`src/rtl/dpfrc_pkg.sv`:
```
// Package for the dedup packet FIFO with range count.
// Holds sizes, command codes, payload structs and the controller state type.
// No dependencies.
package dpfrc_pkg;

  localparam int CAPACITY = 64;
  localparam int IW = (CAPACITY > 1) ? $clog2(CAPACITY) : 1;   // slot index width
  localparam int CW = $clog2(CAPACITY + 1);                    // occupancy width
  localparam int SW = IW + 1;                                  // slot sum width
  localparam int LIM_W = 7;                                    // memory_limit width
  localparam int EW = (CW > LIM_W) ? CW : LIM_W;               // limit compare width
  localparam int CNT_W = 7;                                    // match_count width
  localparam int ENTRY_W = 64;

  localparam logic [LIM_W-1:0] LIMIT_RESET = LIM_W'(64);
  localparam logic [CNT_W-1:0] CNT_MAX = '1;

  typedef enum logic [1:0] {
    CMD_ADD   = 2'd0,
    CMD_FWD   = 2'd1,
    CMD_COUNT = 2'd2,
    CMD_NONE  = 2'd3
  } cmd_t;

  typedef struct packed {
    logic [1:0]  cmd;
    logic [15:0] src_id;
    logic [15:0] dest_id;
    logic [31:0] stamp;
    logic [31:0] range_start;
    logic [31:0] range_end;
  } req_t;

  typedef struct packed {
    logic             accepted;
    logic             dropped_oldest;
    logic             fwd_valid;
    logic [15:0]      out_src;
    logic [15:0]      out_dest;
    logic [31:0]      out_stamp;
    logic [CNT_W-1:0] match_count;
  } rsp_t;

  // controller -> scan unit
  typedef struct packed {
    logic clear;
    logic hit_valid;
  } scan_ctl_t;

  // scan unit -> controller
  typedef struct packed {
    logic               dup;
    logic [CNT_W-1:0]   count;
    logic [ENTRY_W-1:0] word;
  } scan_stat_t;

  typedef enum logic [1:0] {
    S_IDLE,
    S_SCAN,
    S_DONE
  } state_t;

endpackage

```
`src/rtl/dpfrc_ram.sv`:
```
// Generic single-write, single-read synchronous RAM, registered read data.
// No dependencies.
module dpfrc_ram #(
  parameter int DEPTH = 64,
  parameter int WIDTH = 64,
  parameter int AW = (DEPTH > 1) ? $clog2(DEPTH) : 1
) (
  input  logic             clk,
  input  logic             we,
  input  logic [AW-1:0]    waddr,
  input  logic [WIDTH-1:0] wdata,
  input  logic             re,
  input  logic [AW-1:0]    raddr,
  output logic [WIDTH-1:0] rdata
);

  logic [WIDTH-1:0] mem [DEPTH];

  always_ff @(posedge clk) begin
    if (we) begin
      mem[waddr] <= wdata;
    end
  end

  always_ff @(posedge clk) begin
    if (re) begin
      rdata <= mem[raddr];
    end
  end

endmodule

```
`src/rtl/dpfrc_scan.sv`:
```
// Per-entry compare unit: duplicate flag, range match count, last word read.
// Depends on dpfrc_pkg.
module dpfrc_scan
  import dpfrc_pkg::*;
(
  input  logic               clk,
  input  logic               rst,
  input  scan_ctl_t          ctl,
  input  req_t               key,
  input  logic [ENTRY_W-1:0] rd_data,
  output scan_stat_t         stat
);

  logic               dup;
  logic [CNT_W-1:0]   count;
  logic [ENTRY_W-1:0] word;
  logic               same;
  logic               in_range;

  assign same = (rd_data == {key.src_id, key.dest_id, key.stamp});
  assign in_range = (rd_data[47:32] == key.dest_id) &&
                    (rd_data[31:0] >= key.range_start) &&
                    (rd_data[31:0] <= key.range_end);

  always_ff @(posedge clk) begin
    if (rst || ctl.clear) begin
      dup   <= 1'b0;
      count <= '0;
    end else if (ctl.hit_valid) begin
      if (same) begin
        dup <= 1'b1;
      end
      if (in_range && count != CNT_MAX) begin
        count <= count + CNT_W'(1);
      end
    end
  end

  always_ff @(posedge clk) begin
    if (ctl.hit_valid) begin
      word <= rd_data;
    end
  end

  assign stat = '{dup: dup, count: count, word: word};

endmodule

```
`src/rtl/dedup_packet_fifo_with_range_count_unit.sv`:
```
// Top level of the dedup packet FIFO with range count.
// Ring buffer controller, occupancy/head state and result register.
// Depends on dpfrc_pkg, dpfrc_ram, dpfrc_scan.
//
//  channel | signals                      | payload
//  --------+------------------------------+-----------------------------
//  request | req_valid / req_ready / req  | req_t: cmd, ids, stamp, range
//  result  | rsp_valid / rsp_ready / rsp  | rsp_t: flags, packet, count
//  config  | cfg_valid / cfg_ready / cfg_data | memory_limit, 7 bits
//
// Operation: one request at a time. Add and count walk every held entry
// through the single RAM read port, one entry a cycle; forward reads
// only the oldest entry, none on an empty store; an unused cmd reads none.
// Reset: occupancy and head clear, memory_limit loads 64; RAM not cleared.
// Stalls: a finished result waits in S_DONE until the result register is
// free; the state commit and RAM write happen with that load.
// Config is always ready and is written at any transfer.
module dedup_packet_fifo_with_range_count_unit
  import dpfrc_pkg::*;
(
  input  logic             clk,
  input  logic             rst,
  input  logic             req_valid,
  output logic             req_ready,
  input  req_t             req,
  output logic             rsp_valid,
  input  logic             rsp_ready,
  output rsp_t             rsp,
  input  logic             cfg_valid,
  output logic             cfg_ready,
  input  logic [LIM_W-1:0] cfg_data
);

  state_t state, state_next;

  logic [IW-1:0]    head;
  logic [CW-1:0]    occ;
  logic [CW-1:0]    k;
  logic [IW-1:0]    ptr;
  logic             rd_pend;
  logic [LIM_W-1:0] mem_limit;
  req_t             req_q;

  logic             accept;
  logic             issue;
  logic             commit;
  logic [CW-1:0]    scan_len;
  logic [EW-1:0]    eff_limit;
  logic             evict;
  logic [SW-1:0]    tail_sum;
  logic [IW-1:0]    tail;
  logic             add_ok;
  logic             fwd_ok;
  rsp_t             rsp_next;
  logic [ENTRY_W-1:0] rd_data;

  scan_ctl_t  sctl;
  scan_stat_t sstat;

  function automatic logic [IW-1:0] idx_inc(input logic [IW-1:0] idx);
    idx_inc = (idx == IW'(CAPACITY - 1)) ? '0 : idx + IW'(1);
  endfunction

  assign cfg_ready = 1'b1;
  assign req_ready = (state == S_IDLE);
  assign accept    = req_valid && req_ready;

  // entries walked: all held for add/count, the oldest for forward
  always_comb begin
    case (req_q.cmd)
      CMD_ADD, CMD_COUNT: scan_len = occ;
      CMD_FWD:            scan_len = (occ != '0) ? CW'(1) : '0;
      default:            scan_len = '0;
    endcase
  end

  // limit 0 acts as 1, above capacity saturates
  always_comb begin
    if (mem_limit == '0) begin
      eff_limit = EW'(1);
    end else if (EW'(mem_limit) > EW'(CAPACITY)) begin
      eff_limit = EW'(CAPACITY);
    end else begin
      eff_limit = EW'(mem_limit);
    end
  end

  assign evict = (EW'(occ) >= eff_limit);

  // append slot = head + occ, modulo capacity (the evicted slot only when the store is full)
  assign tail_sum = SW'(head) + SW'(occ);
  assign tail = (tail_sum >= SW'(CAPACITY)) ? IW'(tail_sum - SW'(CAPACITY))
                                            : IW'(tail_sum);

  assign add_ok = (req_q.cmd == CMD_ADD) && !sstat.dup;
  assign fwd_ok = (req_q.cmd == CMD_FWD) && (occ != '0);

  always_comb begin
    rsp_next = '0;
    case (req_q.cmd)
      CMD_ADD: begin
        rsp_next.accepted       = !sstat.dup;
        rsp_next.dropped_oldest = !sstat.dup && evict;
      end
      CMD_FWD: begin
        if (occ != '0) begin
          rsp_next.fwd_valid = 1'b1;
          rsp_next.out_src   = sstat.word[63:48];
          rsp_next.out_dest  = sstat.word[47:32];
          rsp_next.out_stamp = sstat.word[31:0];
        end
      end
      CMD_COUNT: rsp_next.match_count = sstat.count;
      default: ;
    endcase
  end

  // controller: walk reads, wait for last data, then commit with result load
  always_comb begin
    state_next = state;
    issue      = 1'b0;
    commit     = 1'b0;
    case (state)
      S_IDLE: begin
        if (accept) begin
          state_next = S_SCAN;
        end
      end
      S_SCAN: begin
        issue = (k < scan_len);
        if (!issue && !rd_pend) begin
          state_next = S_DONE;
        end
      end
      S_DONE: begin
        if (!rsp_valid || rsp_ready) begin
          commit     = 1'b1;
          state_next = S_IDLE;
        end
      end
      default: state_next = S_IDLE;
    endcase
  end

  assign sctl = '{clear: accept, hit_valid: rd_pend};

  always_ff @(posedge clk) begin
    if (rst) begin
      state <= S_IDLE;
    end else begin
      state <= state_next;
    end
  end

  always_ff @(posedge clk) begin
    if (rst) begin
      head      <= '0;
      occ       <= '0;
      k         <= '0;
      rd_pend   <= 1'b0;
      mem_limit <= LIMIT_RESET;
      rsp_valid <= 1'b0;
    end else begin
      if (cfg_valid && cfg_ready) begin
        mem_limit <= cfg_data;
      end
      rd_pend <= issue;
      if (accept) begin
        k <= '0;
      end else if (issue) begin
        k <= k + CW'(1);
      end
      if (commit) begin
        if (add_ok) begin
          if (evict) begin
            head <= idx_inc(head);
          end else begin
            occ <= occ + CW'(1);
          end
        end else if (fwd_ok) begin
          head <= idx_inc(head);
          occ  <= occ - CW'(1);
        end
      end
      if (commit) begin
        rsp_valid <= 1'b1;
      end else if (rsp_ready) begin
        rsp_valid <= 1'b0;
      end
    end
  end

  // payload registers
  always_ff @(posedge clk) begin
    if (accept) begin
      req_q <= req;
      ptr   <= head;
    end else if (issue) begin
      ptr <= idx_inc(ptr);
    end
    if (commit) begin
      rsp <= rsp_next;
    end
  end

  dpfrc_ram #(
    .DEPTH (CAPACITY),
    .WIDTH (ENTRY_W),
    .AW    (IW)
  ) u_ram (
    .clk   (clk),
    .we    (commit && add_ok),
    .waddr (tail),
    .wdata ({req_q.src_id, req_q.dest_id, req_q.stamp}),
    .re    (issue),
    .raddr (ptr),
    .rdata (rd_data)
  );

  dpfrc_scan u_scan (
    .clk     (clk),
    .rst     (rst),
    .ctl     (sctl),
    .key     (req_q),
    .rd_data (rd_data),
    .stat    (sstat)
  );

  a_occ_bound: assert property (@(posedge clk) disable iff (rst)
    occ <= CW'(CAPACITY))
    else $error("occupancy above capacity");

  a_pend_in_scan: assert property (@(posedge clk) disable iff (rst)
    rd_pend |-> (state == S_SCAN))
    else $error("read data returned outside scan");

  a_fwd_pop: assert property (@(posedge clk) disable iff (rst)
    (commit && fwd_ok) |=> (occ == $past(occ) - CW'(1)))
    else $error("forward did not pop one entry");

  a_drop_needs_accept: assert property (@(posedge clk) disable iff (rst)
    (rsp_valid && rsp.dropped_oldest) |-> (rsp.accepted && !rsp.fwd_valid))
    else $error("drop flagged without accepted add");

endmodule

```
`config.mk`:
```
export PLATFORM = sky130hd
export DESIGN_NAME = dedup_packet_fifo_with_range_count_unit
export DESIGN_NICKNAME = d
export VERILOG_FILES = /design/src/rtl/dpfrc_pkg.sv /design/src/rtl/dpfrc_ram.sv /design/src/rtl/dpfrc_scan.sv /design/src/rtl/dedup_packet_fifo_with_range_count_unit.sv
export SDC_FILE = /design/constraint.sdc
export NUM_CORES = 2
export LEC_CHECK = 0
export BUFFER_PORTS_ARGS = -buffer_cell sky130_fd_sc_hd__clkbuf_2
export CORE_UTILIZATION = 35
export DETAILED_ROUTE_END_ITERATION = 16
export GPL_TIMING_DRIVEN = 0
export HOLD_SLACK_MARGIN = 0.02
export PLACE_DENSITY = 0.6
export SLEW_MARGIN = 0
export SYNTH_ARGS = -nofsm -noshare
export SYNTH_HDL_FRONTEND = slang
export SYNTH_HIERARCHICAL = 1
export SYNTH_SLANG_ARGS = --single-unit
```
`constraint.sdc`:
```
create_clock -name clk -period 6.7 [get_ports clk]
set_input_delay 0.67 -clock clk [delete_from_list [all_inputs] [get_ports clk]]
set_output_delay 0.67 -clock clk [all_outputs]
set_load 0.1 [all_outputs]
```
==> metrics.md <==
| Metric | Value |
|---|---|
| Worst path cell trace | ha_1 > inv_1 > fa_1 > inv_1 > a21o_1 > a21oi_1 > xnor2_1 > nand3_1 > nor2_4 > buf_12 > buf_12 |
| Endpoint class of the critical path | register |
| Multi-input logic area | 35300 um^2 |
| Via count | 88200 |
| Post-CTS repair timing setup buffer count | 0 |
| Synth warn | 6 |
| Worst setup margin | 1.43 ns |
| Synth Net Count | 7870 |
| Simple-gate portion of the synthesized area | 2.05% |
| Routed WL | 509000 um |
| CP max stage cell | nor2_4 |
| CP delay by family, top | simple AND/OR/NAND/NOR gates |
| Root buffer cell | clkbuf_16 |
| Adder-Cell Fraction of Synth Area | 0.689% |
| Pre-CTS WS | 1.63 ns |
| Starting Density | 35.2% |
| Largest family of logic cells by synthesized area | multiplexers |
| Most common cell after layout, fill and taps aside | edfxtp_1 |
| Final hold vios | 0 |
| Worst setup SP type | register |
| First-pass GRT wire length | 698000 um |
| Clk sink count | 4473 |
| Setup CP Type | register to register |
| Seq/Total Area, Yosys | 78.3% |
| Period Utilization, post-route | 78.7% |
| Status | completed |
| Clock skew | 0.0645 ns |
| GRT Total Usage | 20.3% |
| Primary FF master, synth | edfxtp_1 |
| Resize count post-CTS | 0 |
| Clk buf depth | 4 |
| Clk slew on worst S/H paths | 0.06 ns |
| Leading cell types in the layout, fill and taps excluded | 4434 x edfxtp_1, 1024 x mux4_2, 430 x clkbuf_16 |
| Sum of negative setup slack | 0 ns |
| Worst-Skew Late Latency | 1.03 ns |
| Remaining antenna violation count | 0 |
| Static Leakage | 64.3 nW |
| Synth unique cells | 81 |
| Antenna violations before repair | 49 |
| Cell row count | 256 |
| Post-synthesis to final-layout area growth | 19.2% |
| Slowest cell delay on critical path | 1.07 ns |
| Die area | 491000 um^2 |
| Compound-cell area share of the yosys netlist | 2.88% |
| Layout cells sized above 1 | 27.7% |
| Post-synth EDFFs | 4434 |
| Mapped Cells | 7635 |
| Core box area | 486000 um^2 |
| Bufs and invs on worst path | 4 |
| Post-route DRC | 0 |
| VDD IR max | 0.254 mV |
| # IOs | 219 |
| Worst Hold Class | input pin to register |
| WL per Instance | 32.6 um |
| Worst Path Required | 7.37 ns |
| RR Startpoint | occ[0]$_SDFFE_PP0P_ |
| Final HPWL DP | 352000 um |
| Post-synthesis mux area share | 14.4% |
| Number of synthesized register bits | 4473 |
| Largest net degree at the start of global routing | 67 |
| Syn avg cell area | 22.4 um^2 |
| Detailed Route Iter0 Violations | 11400 |
| Hold Buf Count CTS | 138 |
| Power Density | 319 nW/um^2 |
| Fin. max-slew vios | 0 |
| DRT Pass-1 Iters | 6 |
| GPL Wtd Cong | 0.837 |
| Die Wd | 701 um |
| Vias in the first global route | 87500 |
| Avg Vias per Cell | 5.65 |
| RSZ-0062 raised after global routing | false |
| Max Fclk | 190 MHz |
| Synth async-reset ratio | 0% |
| Num CTS Buffers | 423 |
| # H-tree levels | 5 |
| Max_slew headroom | 2.00% |
| Fillers | 41400 |
| I/O Buffers | 216 |
| Worst hold start | req[120] |
| Setup crit start | occ[0]$_SDFFE_PP0P_ |
| Worst endpoint data arrival time | 5.94 ns |
| Height of the die | 701 um |
| Max-Cap Viols | 0 |
| Xor-xnor portion of the synthesized cell area | 0.328% |
| Critical Path Fanout Max | 24 |
| Mapped cell area | 171000 um^2 |
| TritonCTS clock tree | yes |
| Tmin final | 5.27 ns |
| Total gr overflow | 0 |
| Final setup violation count | 0 |
| # nets final | 9001 |
| Worst-Margin Slew | 1.47 ns |
| Sequential Area | 134000 um^2 |
-- layout make-up --
class | count | share of cell area (%)
diodes | 30 | 0.0368
plain buffers | 392 | 0.933
clock buffers | 507 | 5.42
clock inverters | 272 | 1.26
inverters | 109 | 0.202
multi-input cells | 2661 | 17.3
flip-flops and latches | 4473 | 65.7
well taps | 6450 | 3.96
repair buffers | 706 | 5.16
-- report_power, final --
group	switching [mW]	leakage [nW]	internal, mW
Clock	10.5	6.65	13.4
Sequential	0.327	40.3	31.2
Combinational	6.11	17.3	3.59
-- synthesized netlist by cell type, types with 4 or more instances --
cell type | number | area share, %
a211oi_1 | 69 | 0.30
a22oi_1 | 172 | 0.76
or4_1 | 9 | 0.040
or3_1 | 34 | 0.12
and4_1 | 7 | 0.036
nand2b_1 | 22 | 0.080
o2111ai_1 | 4 | 0.020
o21ai_0 | 22 | 0.064
and3_1 | 71 | 0.26
mux4_2 | 1024 | 13
o22ai_1 | 87 | 0.32
buf_6 | 8 | 0.053
nor2b_1 | 35 | 0.13
a2bb2oi_1 | 20 | 0.10
nand4_1 | 25 | 0.091
o221ai_1 | 38 | 0.19
xnor2_1 | 60 | 0.31
nand2_1 | 116 | 0.25
a22o_1 | 88 | 0.45
a31oi_1 | 20 | 0.073
o31ai_1 | 9 | 0.040
o211ai_1 | 7 | 0.031
buf_1 | 21 | 0.046
a21o_1 | 11 | 0.048
o21a_1 | 6 | 0.026
or2_2 | 31 | 0.11
a21oi_1 | 46 | 0.13
dfxtp_1 | 39 | 0.46
and2_1 | 76 | 0.28
edfxtp_1 | 4434 | 78
mux2i_1 | 149 | 0.87
nor2_1 | 142 | 0.31
inv_1 | 106 | 0.23
clkbuf_1 | 155 | 0.34
ha_1 | 91 | 0.67
buf_2 | 172 | 0.50
nor3_1 | 12 | 0.035
a41oi_1 | 26 | 0.13
nand3_1 | 67 | 0.20
nor4_1 | 7 | 0.026
xor2_1 | 4 | 0.020
buf_4 | 36 | 0.16
-- metrics by stage --
stage / utilization, % / std cells / hold slack, ns / total power, mW / instance area (um^2)
3_5_place_dp: 38.8 / 14700 / 0.460 / 41.7 / 189000
6_report: 41.9 / 15600 / 0.0913 / 65.1 / 204000
2_1_floorplan: - / 7635 / 0.426 / 37.4 / 171000
4_1_cts: 41.9 / 15600 / 0.0306 / 65.3 / 204000
3_3_place_gp: 37.0 / 14300 / 0.461 / 41.2 / 180000
5_1_grt: 41.9 / 15600 / 0.0313 / 66.7 / 204000
-- kinds of logic (layout without fill, tap and decap cells) --
family / after synthesis / in the layout
simple gates: 669 / 669
compound gates: 658 / 658
other cells: 1 / 31
mux: 1176 / 1176
buf+inv: 501 / 1986
fa+ha+maj: 93 / 93
xor+xnor: 64 / 64
flops: 4473 / 4473
-- layer usage --
layer,GRT usage [%],vias up,routed length [um]
li1,-,34800,-
met1,26.2,47400,188000
met2,33.0,5015,243000
met3,4.50,953,51800
met4,9.00,16,26200
met5,0,-,111
-- final timing paths --
path | end | slack (ns) | depth (start not counted)
worst max register to register | u_ram/mem[60][25]$_DFFE_PP_ | 1.43 | 11
worst min register to register | u_scan/word[60]$_DFFE_PP_ | 0.46 | 0
worst max-delay path | u_ram/mem[60][25]$_DFFE_PP_ | 1.43 | 11
worst min-delay path | req_q[120]$_DFFE_PP_ | 0.09 | 1
-- sequential cells by signal, summed over array words and instances (netlist names) --
| name | cells |
|---|---|
| head | 6 |
| k | 7 |
| mem_limit | 7 |
| occ | 7 |
| ptr | 6 |
| rd_pend | 1 |
| req_q | 130 |
| rsp | 74 |
| rsp_valid | 1 |
| state | 2 |
| u_ram/mem | 4096 |
| u_ram/rdata | 64 |
| u_scan/count | 7 |
| u_scan/dup | 1 |
| u_scan/word | 64 |
Note: power is estimated with default switching activity, not from simulation.
